`src/rtl/dld_pkg.sv`:
```
`timescale 1ns / 1ps
// shared types, opcodes and constants of the dex debug line program decoder
package dld_pkg;

  // default limit on line entries per stream
  localparam int unsigned MAX_ENTRIES_DEF = 256;

  // command queue between front and back
  localparam int unsigned QUEUE_DEPTH = 4;
  localparam int unsigned QPTR_W      = $clog2(QUEUE_DEPTH);
  localparam int unsigned QCNT_W      = $clog2(QUEUE_DEPTH + 1);

  // line program opcodes
  localparam logic [7:0] OP_END_SEQUENCE   = 8'h00;
  localparam logic [7:0] OP_ADVANCE_PC     = 8'h01;
  localparam logic [7:0] OP_ADVANCE_LINE   = 8'h02;
  localparam logic [7:0] OP_START_LOCAL    = 8'h03;
  localparam logic [7:0] OP_START_LOCAL_EX = 8'h04;
  localparam logic [7:0] OP_SET_PROLOGUE   = 8'h07;
  localparam logic [7:0] OP_SET_EPILOGUE   = 8'h08;
  localparam logic [7:0] OP_FIRST_SPECIAL  = 8'h0A;

  // special opcode line mapping
  localparam logic [31:0] LINE_BASE  = 32'hFFFF_FFFC;  // -4
  localparam logic [7:0]  LINE_RANGE = 8'd15;
  // adj / 15 == (adj * 137) >> 11 for every adj below 256
  localparam logic [15:0] RECIP_15    = 16'd137;
  localparam int unsigned RECIP_SHIFT = 11;

  // record kinds
  localparam logic [1:0] REC_LINE     = 2'd0;
  localparam logic [1:0] REC_PROLOGUE = 2'd1;
  localparam logic [1:0] REC_END      = 2'd2;

  typedef struct packed {
    logic [7:0] data_byte;
    logic       stream_start;
  } in_item_t;

  typedef struct packed {
    logic [1:0]         record_kind;
    logic [31:0]        code_address;
    logic signed [31:0] source_line;
    logic               last_record;
  } out_item_t;

  typedef enum logic [2:0] {
    CMD_INIT,
    CMD_SPECIAL,
    CMD_ADD_ADDR,
    CMD_ADD_LINE,
    CMD_PROLOGUE,
    CMD_END
  } cmd_kind_t;

  typedef struct packed {
    cmd_kind_t   kind;
    logic [31:0] addr_add;
    logic [31:0] line_add;
  } cmd_t;

  // a command together with its valid flag, front to queue and queue to back
  typedef struct packed {
    logic valid;
    cmd_t cmd;
  } cmd_slot_t;

endpackage

```
`src/rtl/dld_front.sv`:
```
`timescale 1ns / 1ps
// front end: byte parser for header, leb operands and opcodes
module dld_front (
  input  logic                clk,
  input  logic                rst_n,
  input  logic                in_valid,
  output logic                in_ready,
  input  dld_pkg::in_item_t   in_item,
  input  logic                q_full,
  output dld_pkg::cmd_slot_t  push
);

  typedef enum logic [2:0] {
    PH_START_LINE,
    PH_PARAM_COUNT,
    PH_PARAM_SKIP,
    PH_OPCODE,
    PH_OPERAND,
    PH_DONE
  } phase_t;

  phase_t      phase_r, phase_nxt;
  logic [31:0] acc_r, acc_nxt;
  logic [5:0]  shift_r, shift_nxt;
  logic [2:0]  ops_left_r, ops_left_nxt;
  logic [7:0]  pend_op_r, pend_op_nxt;
  logic [31:0] params_r, params_nxt;

  phase_t      eff_phase;
  logic [31:0] eff_acc;
  logic [5:0]  eff_shift;
  logic [2:0]  eff_ops;
  logic [7:0]  eff_pend;
  logic [31:0] eff_params;

  logic [7:0]  b;
  logic [31:0] acc_take;
  logic [5:0]  shift_take;
  logic        leb_done;
  logic [31:0] sleb_val;
  logic [7:0]  adj;
  logic [15:0] prod;
  logic [4:0]  quo;
  logic [3:0]  rem;
  logic [2:0]  ops_dec;
  logic        accept;

  assign in_ready = !q_full;
  assign accept   = in_valid && in_ready;
  assign b        = in_item.data_byte;

  always_comb begin
    // stream start clears the parser before the byte is taken
    if (in_item.stream_start) begin
      eff_phase  = PH_START_LINE;
      eff_acc    = '0;
      eff_shift  = '0;
      eff_ops    = '0;
      eff_pend   = '0;
      eff_params = '0;
    end else begin
      eff_phase  = phase_r;
      eff_acc    = acc_r;
      eff_shift  = shift_r;
      eff_ops    = ops_left_r;
      eff_pend   = pend_op_r;
      eff_params = params_r;
    end

    // leb step, payload past bit 31 dropped
    acc_take   = (eff_shift < 6'd32) ? (eff_acc | ({25'd0, b[6:0]} << eff_shift[4:0]))
                                     : eff_acc;
    shift_take = (eff_shift < 6'd32) ? eff_shift + 6'd7 : 6'd35;
    leb_done   = !b[7];
    sleb_val   = acc_take;
    if (shift_take < 6'd32 && b[6]) begin
      sleb_val = acc_take | (32'hFFFF_FFFF << shift_take[4:0]);
    end

    // special opcode split by 15
    adj  = b - dld_pkg::OP_FIRST_SPECIAL;
    prod = {8'd0, adj} * dld_pkg::RECIP_15;
    quo  = 5'(prod >> dld_pkg::RECIP_SHIFT);
    rem  = 4'(adj - 8'({3'd0, quo} * dld_pkg::LINE_RANGE));

    ops_dec = (eff_ops != 3'd0) ? eff_ops - 3'd1 : 3'd0;

    phase_nxt    = phase_r;
    acc_nxt      = acc_r;
    shift_nxt    = shift_r;
    ops_left_nxt = ops_left_r;
    pend_op_nxt  = pend_op_r;
    params_nxt   = params_r;
    push         = '0;
    push.cmd.kind = dld_pkg::CMD_INIT;

    if (accept) begin
      phase_nxt    = eff_phase;
      acc_nxt      = eff_acc;
      shift_nxt    = eff_shift;
      ops_left_nxt = eff_ops;
      pend_op_nxt  = eff_pend;
      params_nxt   = eff_params;
      case (eff_phase)
        PH_START_LINE: begin
          acc_nxt   = acc_take;
          shift_nxt = shift_take;
          if (leb_done) begin
            push.valid         = 1'b1;
            push.cmd.kind      = dld_pkg::CMD_INIT;
            push.cmd.line_add  = acc_take;
            acc_nxt            = '0;
            shift_nxt          = '0;
            phase_nxt          = PH_PARAM_COUNT;
          end
        end
        PH_PARAM_COUNT: begin
          acc_nxt   = acc_take;
          shift_nxt = shift_take;
          if (leb_done) begin
            params_nxt = acc_take;
            acc_nxt    = '0;
            shift_nxt  = '0;
            phase_nxt  = (acc_take != 32'd0) ? PH_PARAM_SKIP : PH_OPCODE;
          end
        end
        PH_PARAM_SKIP: begin
          acc_nxt   = acc_take;
          shift_nxt = shift_take;
          if (leb_done) begin
            acc_nxt    = '0;
            shift_nxt  = '0;
            params_nxt = eff_params - 32'd1;
            if (eff_params == 32'd1) begin
              phase_nxt = PH_OPCODE;
            end
          end
        end
        PH_OPCODE: begin
          if (b >= dld_pkg::OP_FIRST_SPECIAL) begin
            push.valid        = 1'b1;
            push.cmd.kind     = dld_pkg::CMD_SPECIAL;
            push.cmd.addr_add = {27'd0, quo};
            push.cmd.line_add = {28'd0, rem} + dld_pkg::LINE_BASE;
          end else begin
            pend_op_nxt = b;
            case (b)
              dld_pkg::OP_END_SEQUENCE: begin
                push.valid    = 1'b1;
                push.cmd.kind = dld_pkg::CMD_END;
                phase_nxt     = PH_DONE;
              end
              dld_pkg::OP_SET_PROLOGUE: begin
                push.valid    = 1'b1;
                push.cmd.kind = dld_pkg::CMD_PROLOGUE;
              end
              dld_pkg::OP_SET_EPILOGUE: begin
              end
              dld_pkg::OP_START_LOCAL: begin
                ops_left_nxt = 3'd3;
                acc_nxt      = '0;
                shift_nxt    = '0;
                phase_nxt    = PH_OPERAND;
              end
              dld_pkg::OP_START_LOCAL_EX: begin
                ops_left_nxt = 3'd4;
                acc_nxt      = '0;
                shift_nxt    = '0;
                phase_nxt    = PH_OPERAND;
              end
              default: begin
                ops_left_nxt = 3'd1;
                acc_nxt      = '0;
                shift_nxt    = '0;
                phase_nxt    = PH_OPERAND;
              end
            endcase
          end
        end
        PH_OPERAND: begin
          acc_nxt   = acc_take;
          shift_nxt = shift_take;
          if (leb_done) begin
            if (eff_pend == dld_pkg::OP_ADVANCE_PC) begin
              push.valid        = 1'b1;
              push.cmd.kind     = dld_pkg::CMD_ADD_ADDR;
              push.cmd.addr_add = acc_take;
            end else if (eff_pend == dld_pkg::OP_ADVANCE_LINE) begin
              push.valid        = 1'b1;
              push.cmd.kind     = dld_pkg::CMD_ADD_LINE;
              push.cmd.line_add = sleb_val;
            end
            acc_nxt      = '0;
            shift_nxt    = '0;
            ops_left_nxt = ops_dec;
            if (ops_dec == 3'd0) begin
              phase_nxt = PH_OPCODE;
            end
          end
        end
        default: begin
        end
      endcase
    end
  end

  always_ff @(posedge clk) begin
    if (!rst_n) begin
      phase_r    <= PH_START_LINE;
      acc_r      <= '0;
      shift_r    <= '0;
      ops_left_r <= '0;
      pend_op_r  <= '0;
      params_r   <= '0;
    end else begin
      phase_r    <= phase_nxt;
      acc_r      <= acc_nxt;
      shift_r    <= shift_nxt;
      ops_left_r <= ops_left_nxt;
      pend_op_r  <= pend_op_nxt;
      params_r   <= params_nxt;
    end
  end

endmodule

```
`src/rtl/dld_fifo.sv`:
```
`timescale 1ns / 1ps
// short command queue between parser and executor
module dld_fifo (
  input  logic               clk,
  input  logic               rst_n,
  input  dld_pkg::cmd_slot_t push,
  input  logic               pop,
  output dld_pkg::cmd_slot_t head,
  output logic               full
);

  dld_pkg::cmd_t                  slots_r [dld_pkg::QUEUE_DEPTH];
  logic [dld_pkg::QPTR_W-1:0]     wr_ptr_r, wr_ptr_nxt;
  logic [dld_pkg::QPTR_W-1:0]     rd_ptr_r, rd_ptr_nxt;
  logic [dld_pkg::QCNT_W-1:0]     count_r, count_nxt;
  logic                           do_push;
  logic                           do_pop;

  assign full       = (count_r == dld_pkg::QCNT_W'(dld_pkg::QUEUE_DEPTH));
  assign head.valid = (count_r != '0);
  assign head.cmd   = slots_r[rd_ptr_r];
  assign do_push    = push.valid && !full;
  assign do_pop     = pop && head.valid;

  always_comb begin
    wr_ptr_nxt = do_push ? wr_ptr_r + 1'b1 : wr_ptr_r;
    rd_ptr_nxt = do_pop ? rd_ptr_r + 1'b1 : rd_ptr_r;
    count_nxt  = count_r;
    if (do_push && !do_pop) begin
      count_nxt = count_r + 1'b1;
    end else if (do_pop && !do_push) begin
      count_nxt = count_r - 1'b1;
    end
  end

  always_ff @(posedge clk) begin
    if (do_push) begin
      slots_r[wr_ptr_r] <= push.cmd;
    end
  end

  always_ff @(posedge clk) begin
    if (!rst_n) begin
      wr_ptr_r <= '0;
      rd_ptr_r <= '0;
      count_r  <= '0;
    end else begin
      wr_ptr_r <= wr_ptr_nxt;
      rd_ptr_r <= rd_ptr_nxt;
      count_r  <= count_nxt;
    end
  end

endmodule

```
`src/rtl/dld_back.sv`:
```
`timescale 1ns / 1ps
// back end: address and line registers, entry filter, output register
module dld_back #(
  parameter int unsigned MAX_ENTRIES = dld_pkg::MAX_ENTRIES_DEF
) (
  input  logic               clk,
  input  logic               rst_n,
  input  logic               cfg_valid,
  input  logic [31:0]        cfg_data,
  input  dld_pkg::cmd_slot_t head,
  output logic               pop,
  output logic               out_valid,
  input  logic               out_ready,
  output dld_pkg::out_item_t out_item
);

  localparam int unsigned ENT_W = $clog2(MAX_ENTRIES + 1);

  logic [31:0]        code_units_r;
  logic [31:0]        address_r, address_nxt;
  logic [31:0]        line_r, line_nxt;
  logic [ENT_W-1:0]   entries_r, entries_nxt;
  logic               out_valid_r, out_valid_nxt;
  dld_pkg::out_item_t out_item_r, out_item_nxt;
  logic [31:0]        addr_sum;
  logic [31:0]        line_sum;

  assign out_valid = out_valid_r;
  assign out_item  = out_item_r;
  assign pop       = head.valid && (!out_valid_r || out_ready);
  assign addr_sum  = address_r + head.cmd.addr_add;
  assign line_sum  = line_r + head.cmd.line_add;

  always_comb begin
    address_nxt   = address_r;
    line_nxt      = line_r;
    entries_nxt   = entries_r;
    out_item_nxt  = out_item_r;
    out_valid_nxt = out_valid_r && !out_ready;
    if (pop) begin
      out_valid_nxt = 1'b0;
      case (head.cmd.kind)
        dld_pkg::CMD_INIT: begin
          address_nxt = '0;
          line_nxt    = head.cmd.line_add;
          entries_nxt = '0;
        end
        dld_pkg::CMD_SPECIAL: begin
          address_nxt = addr_sum;
          line_nxt    = line_sum;
          if (addr_sum < code_units_r && entries_r < ENT_W'(MAX_ENTRIES)) begin
            entries_nxt                = entries_r + 1'b1;
            out_valid_nxt              = 1'b1;
            out_item_nxt.record_kind   = dld_pkg::REC_LINE;
            out_item_nxt.code_address  = addr_sum;
            out_item_nxt.source_line   = line_sum;
            out_item_nxt.last_record   = 1'b0;
          end
        end
        dld_pkg::CMD_ADD_ADDR: begin
          address_nxt = addr_sum;
        end
        dld_pkg::CMD_ADD_LINE: begin
          line_nxt = line_sum;
        end
        dld_pkg::CMD_PROLOGUE: begin
          out_valid_nxt             = 1'b1;
          out_item_nxt.record_kind  = dld_pkg::REC_PROLOGUE;
          out_item_nxt.code_address = address_r;
          out_item_nxt.source_line  = line_r;
          out_item_nxt.last_record  = 1'b0;
        end
        dld_pkg::CMD_END: begin
          out_valid_nxt             = 1'b1;
          out_item_nxt.record_kind  = dld_pkg::REC_END;
          out_item_nxt.code_address = address_r;
          out_item_nxt.source_line  = line_r;
          out_item_nxt.last_record  = 1'b1;
        end
        default: begin
        end
      endcase
    end
  end

  always_ff @(posedge clk) begin
    out_item_r <= out_item_nxt;
    if (!rst_n) begin
      code_units_r <= '0;
      address_r    <= '0;
      line_r       <= '0;
      entries_r    <= '0;
      out_valid_r  <= 1'b0;
    end else begin
      if (cfg_valid) begin
        code_units_r <= cfg_data;
      end
      address_r   <= address_nxt;
      line_r      <= line_nxt;
      entries_r   <= entries_nxt;
      out_valid_r <= out_valid_nxt;
    end
  end

endmodule

```
`src/rtl/dex_debug_line_program_decoder_unit.sv`:
```
`timescale 1ns / 1ps
// top level of the dex debug line program decoder
// a byte's command is registered in the queue, then its record in the output register that drives out_valid
// throughput: one byte per cycle while the command queue is not full, set by the parser step in dld_front
// a four-entry command queue lets parser and executor stall independently
// reset (rst_n low, synchronous): parser back to the header, queue and output emptied,
// address, line, entry count and code_units cleared; no clearing pass is needed
module dex_debug_line_program_decoder_unit #(
  parameter int unsigned MAX_ENTRIES = dld_pkg::MAX_ENTRIES_DEF
) (
  input  logic               clk,
  input  logic               rst_n,
  // byte stream
  input  logic               in_valid,
  output logic               in_ready,
  input  dld_pkg::in_item_t  in_item,
  // decoded records
  output logic               out_valid,
  input  logic               out_ready,
  output dld_pkg::out_item_t out_item,
  // code_units register
  input  logic               cfg_valid,
  output logic               cfg_ready,
  input  logic [31:0]        cfg_data
);

  // commands from the parser and the head of the queue
  dld_pkg::cmd_slot_t push;
  dld_pkg::cmd_slot_t head;
  logic               q_full;
  logic               pop;

  // register write always taken; only done by the user while the decoder is idle, not enforced
  assign cfg_ready = 1'b1;

  // front: splits the stream into header, opcodes and leb operands, and turns each line start,
  // special opcode, address or line advance, prologue and end of sequence into one command
  dld_front u_front (
    .clk      (clk),
    .rst_n    (rst_n),
    .in_valid (in_valid),
    .in_ready (in_ready),
    .in_item  (in_item),
    .q_full   (q_full),
    .push     (push)
  );

  // queue: decouples byte intake from record delivery
  dld_fifo u_fifo (
    .clk   (clk),
    .rst_n (rst_n),
    .push  (push),
    .pop   (pop),
    .head  (head),
    .full  (q_full)
  );

  // back: applies commands to the address and line registers, filters line
  // entries against code_units and the entry limit, holds the output item
  dld_back #(
    .MAX_ENTRIES (MAX_ENTRIES)
  ) u_back (
    .clk       (clk),
    .rst_n     (rst_n),
    .cfg_valid (cfg_valid),
    .cfg_data  (cfg_data),
    .head      (head),
    .pop       (pop),
    .out_valid (out_valid),
    .out_ready (out_ready),
    .out_item  (out_item)
  );

endmodule

```
`config.mk`:
```
export PLATFORM = sky130hd
export DESIGN_NAME = dex_debug_line_program_decoder_unit
export DESIGN_NICKNAME = d
export VERILOG_FILES = /design/src/rtl/dld_pkg.sv /design/src/rtl/dld_front.sv /design/src/rtl/dld_fifo.sv /design/src/rtl/dld_back.sv /design/src/rtl/dex_debug_line_program_decoder_unit.sv
export SDC_FILE = /design/constraint.sdc
export NUM_CORES = 1
export LEC_CHECK = 0
export BUFFER_PORTS_ARGS = -buffer_cell sky130_fd_sc_hd__buf_2
export CAP_MARGIN = 10
export CORE_MARGIN = 1.5
export CORE_UTILIZATION = 55
export CTS_BUF_LIST = sky130_fd_sc_hd__clkbuf_4 sky130_fd_sc_hd__clkbuf_8 sky130_fd_sc_hd__clkbuf_16
export DETAILED_ROUTE_END_ITERATION = 6
export GPL_TIMING_DRIVEN = 0
export PLACE_DENSITY = 0.76
export REMOVE_ABC_BUFFERS = 1
export SLEW_MARGIN = 0
export SYNTH_ARGS = -nofsm -noshare
export SYNTH_HDL_FRONTEND = slang
export SYNTH_HIERARCHICAL = 1
export SYNTH_SLANG_ARGS = --single-unit
```
`constraint.sdc`:
```
create_clock -name clk -period 9.2 [get_ports clk]
set_input_delay 2.76 -clock clk [delete_from_list [all_inputs] [get_ports clk]]
set_output_delay 2.76 -clock clk [all_outputs]
set_load 0.02 [all_outputs]
```
**Word level (Yosys, flattened, before mapping)**

Memory sizes are Yosys's and may differ from the RTL's. A register that Yosys moved wholly into a read port is not among the register bits.
Cells that the tools add are included.

- Flip-flop bits (word level): 264
- RAM bits: 268
- Output and inout bits: 70
- Memories kept: 1

- Add/sub/neg operators: 13
- Multipliers: 2
- $lt $le $gt $ge: 5
- Eq/ne operators: 18
- Shifts and indexed selects: 2
- Mux-type cells: 67
- Bitwise operators: 2
- Reduce and logical (&&, ||, !) cells: 37

Memories:

| memory | words | width | rd ports | clocked after memory_dff | wr ports | RTL line | RTL |
|---|---|---|---|---|---|---|---|
| u_fifo.slots_r | 4 | 67 | 1 | 1 | 1 | dld_fifo.sv:12 | `dld_pkg::cmd_t slots_r [dld_pkg::QUEUE_DEPTH];` |

Operators by type and width:

| kind | number |
|---|---|
| $mux 32 | 13 |
| $pmux 32 s2 | 5 |
| $pmux 67 s3 | 1 |
| $mux 68 | 2 |
| $pmux 32 s3 | 1 |
| $mux 67 | 1 |
| $add 32x32->32 | 2 |
| $or 32x32->32 | 2 |
| $mux 3 | 14 |
| $mux 37 | 1 |
| $eq 32x1->1 const B | 1 |
| $lt 32x32->1 | 1 |
| $reduce_bool 32->1 | 1 |
| $shl 32x5->32 const A | 1 |
| $shl 7x5->32 | 1 |
| $sub 32x1->32 const B | 1 |
| $mux 6 | 5 |
| $mux 8 | 3 |
| $pmux 9 s2 | 1 |
| $eq 8x2->1 const B | 2 |
| $eq 8x3->1 const B | 2 |
| $mul 8x8->16 const B | 1 |
| $mux 4 | 4 |
| $pmux 3 s5 | 1 |
| other kinds (39) | 79 |

**Depth between registers and ports, before layout**

- Depth after elaboration: 16
- Gate-level depth with buffers: 30
- Gate-level depth less buffers: 29

**By module**

Netlist, hierarchy kept.

Modules (own cells, without submodules):

| module | instances | cells an instance | area each (um2) | seq. area each (um2) |
|---|---|---|---|---|
| dld_back | 1 | 1,220 | 10,949.3 | 4,103.9 |
| dld_fifo | 1 | 398 | 10,174.8 | 8,227.9 |
| dld_front | 1 | 1,155 | 7,930.1 | 1,681.6 |
| dex_debug_line_program_decoder_unit | 1 | 2 | 11.3 | 0.0 |

**Worst setup path after synthesis**

Ideal clock, no wire load.

- Path type: input port to flip-flop
- Start: input port in_item[2] (netlist name)
- End: memory u_fifo/slots_r[0][4] (netlist name) (data pin)
- Arrival time: 8,348 ps
- Data required time: 8,923 ps
- Setup slack: 575 ps
- Cell stages on the path: 30
- Buffers on the path: 2
- Path through: clkbuf_1 -> inv_1 -> ha_1 -> nor2b_1 -> nor2_1 -> xor2_1 -> ha_1 -> ha_1 -> ha_1 -> ha_1 -> o21a_1 -> o21a_1 -> o211a_1 -> o21a_1 -> nor2_1 -> xnor2_1 -> ha_1 -> inv_1 -> fa_1 -> ha_1 -> a21o_1 -> a21oi_1 -> xnor2_1 -> xnor2_1 -> xnor2_1 -> ha_1 -> and2_1 -> clkbuf_1 -> a221oi_1 -> nor2_1

RTL lines:

| what | RTL line | RTL |
|---|---|---|
| start: declaration | dex_debug_line_program_decoder_unit.sv:16 | `input dld_pkg::in_item_t in_item,` |
| end: declaration | dld_fifo.sv:12 |  |

==> results.ini <==
[setup_path]
worstSetupPathType = in -> reg
crit_path_end_kind = flip-flop
cpLargestDelayFamily = adder cells
required_ps = 9550
crit_buf_inv = 3
max_stage_delay_ps = 560
start_kind = input port
cp_common_cell = ha_1
crit_fanout = 16
critical_path.slowest_cell = a21oi_1
arrival_ps = 9290

[floorplanning]
start_util_pct = 55.4
die_area_um2 = 54200
dieHeight_um = 233
rows = 84
core_um2 = 52400
ios = 116
die_w_um = 233

[grt]
antenna_found_initial = 1
grt_pass1_vias = 21800
grt_max_degree = 91
track_usage_pct = 28.9
gr-total-overflow = 0
grt_pass1_wl_um = 123000

[sta]
setup-violations-final = 0
post-route-period-util_pct = 97.1
hold_viol_final = 0
clock.fmax_mhz = 112
skew_ps = 24.0
worst_pin_slew_ps = 1200
rsz0062_at_grt = true
slew_headroom_pct = 19.9
whs_ps = 483
period_needed_ps = 8940
slew_viol_final = 0

[layout]
num_antenna_cells = 0
drive_gt1_share_pct = 14.1
area_delta_synth_final_pct = 11.9
nFillCells = 4137
nets = 3011

[cts]
clock_latency_ps = 630
cts.sinks = 533
cts_buffers = 56
htree_levels = 2
cts_tree = built
cts_max_path_buffers = 3
cts_hold_buf = 0
clkTransAtPathRegs_ps = 60
root_buffer = clkbuf_16

[run_status]
status = completed

[min_path]
hp-class = reg -> reg

[route]
drt_pass1_iterations = 6
routed-via-count = 23000
wire_per_inst_um = 22.3
drc = 0
wirelength_um = 79300
detail-route-antenna-nets = 0
drt_first_iter_violations = 2498
via_per_inst = 6.46

[run]
maxCapViolCount = 0

[synth]
yosysWarnings = 6
synth-seq-cells = 533
syn_inst = 2775
yosysUniqueCellTypes = 105
ys_seq_area_share_pct = 48.2
ys.flop_type = edfxtp_1
synth_edf_count = 334
syn_area_um2 = 29100
synthArstFlopShare_pct = 0
avgSynthCellArea_um2 = 10.5

[place]
dpl.hpwl_um = 54000
placement.io_buffers = 114
gp_congestion = 0.963

[power_and_ir_drop]
power_density_nw_per_um2 = 271
ir_drop_v = 0.000157
p_total_uw = 8820
p_leak_uw = 0.0125

==> report_power, final <==
group / switching [µW] / internal [µW]
registers: 181 / 2880
clock network: 983 / 1400
logic: 2050 / 1320
total: 3210 / 5610
==> path summary, 6_finish.rpt <==
kind                                      startpoint                    to  slack [ps]  cells past startpoint
worst max-delay path                      in_item[2]  u_fifo/slots_r[1][9]         260                     28
worst min-delay path            u_front/pend_op_r[4]  u_front/pend_op_r[4]         480                      1
worst max register to register             flip-flop   u_back/out_item[28]        1860                     21
worst min register to register  u_front/pend_op_r[4]  u_front/pend_op_r[4]         480                      1
==> cell usage after synthesis, types with 26 or more instances <==
library cell	n	area, µm²
a21o_1	52	390
a21oi_1	184	921
a22oi_1	60	450
a31oi_1	28	175
and2_1	26	163
and3_1	34	213
clkbuf_1	114	428
dfxtp_1	199	3980
edfxtp_1	334	10000
ha_1	136	1700
inv_1	98	368
mux2i_1	44	440
mux4_2	70	1580
nand2_1	276	1040
nand2b_1	30	188
nand3_1	57	285
nor2_1	232	871
nor2b_1	72	450
nor3_1	57	285
o211a_1	29	290
o211ai_1	31	233
o21ai_0	158	791
xnor2_1	56	490
xor2_1	30	263
==> sequential cells by signal, indices dropped and copies added (netlist names), named ones only <==
signal,cells
u_back/code_units_r,32
u_front/shift_r,6
u_fifo/count_r,3
u_fifo/rd_ptr_r,2
u_front/phase_r,3
u_front/params_r,32
u_front/pend_op_r,8
u_front/acc_r,32
u_back/entries_r,9
u_back/line_r,32
u_back/out_item,66
u_front/ops_left_r,3
u_back/address_r,32
u_fifo/slots_r,268
u_fifo/wr_ptr_r,2
u_back/out_valid,1
==> cells by family after synthesis <==
logic type	after synthesis	share of synthesized area, %
adder cells (fa/ha/maj)	142	6.23
flip-flops	533	48.2
AND/OR/NAND/NOR	885	14.5
XOR/XNOR	86	2.59
AO/OA/AOI/OAI	743	17.2
other	1	0.0129
buffers and inverters	257	3.74
multiplexers	128	7.48
==> repair_timing <==
action,in CTS,in global routing
gates resized for setup,3,15
setup endpoints to repair,32,112
buffers inserted,0,1
pin swaps,0,3
==> metal layers <==
metal	vias up	part of all wire, %	track usage (%)	routed length, µm
met5	-	0.021	0	17
met4	2	2.8	9.03	2230
met3	168	8.8	5.55	6990
met2	1130	46	45.8	36800
met1	11200	42	40.2	33200
li1	10400	-	-	-
==> through the flow <==
step	setup TNS [ps]	utilization, %	setup WS [ps]	std cells	cell area, µm²
after CTS	0	61.8	49.1	3556	32400
after detailed placement	-65280	58.1	-918	3451	30400
after floorplan	-105640	-	-1600	2617	28300
final	0	62.0	263	3559	32500
after global routing	-448	62.0	-54.1	3559	32500
after global placement	-1556220	56.8	-5230	3419	29800
==> area by class of cell <==
class	count	area, µm²	share of cell area [%]
sequential	533	14000	43.1
timing repair buffer	149	1150	3.54
multi-input combinational	1985	14200	43.5
clock inverter	36	449	1.38
tap	688	861	2.65
clock buffer	69	1510	4.65
inverter	99	372	1.14
==> cell usage in the layout, fill, tap and decap left out, types with 11 or more instances in the layout <==
cell,instances
a31oi_1,26
mux4_2,70
or3_1,12
mux2_2,11
a21o_1,52
o31ai_1,12
a22oi_1,60
o211ai_1,31
xnor2_1,54
a21oi_1,174
clkbuf_4,11
mux2i_1,44
nor2_1,231
and3_1,34
nor4_1,15
xor2_1,29
nor3_1,56
o21a_1,13
nand4_1,16
nor2b_1,70
o211a_1,29
a21boi_0,13
a211oi_1,11
inv_1,97
nand2b_1,29
a22o_1,19
edfxtp_1,334
or2_2,12
buf_2,115
ha_1,136
nand3_1,57
nand2_1,275
and2_1,21
clkbuf_16,56
o21ai_0,158
dfxtp_1,197
Power figures use the tool's default switching activity.
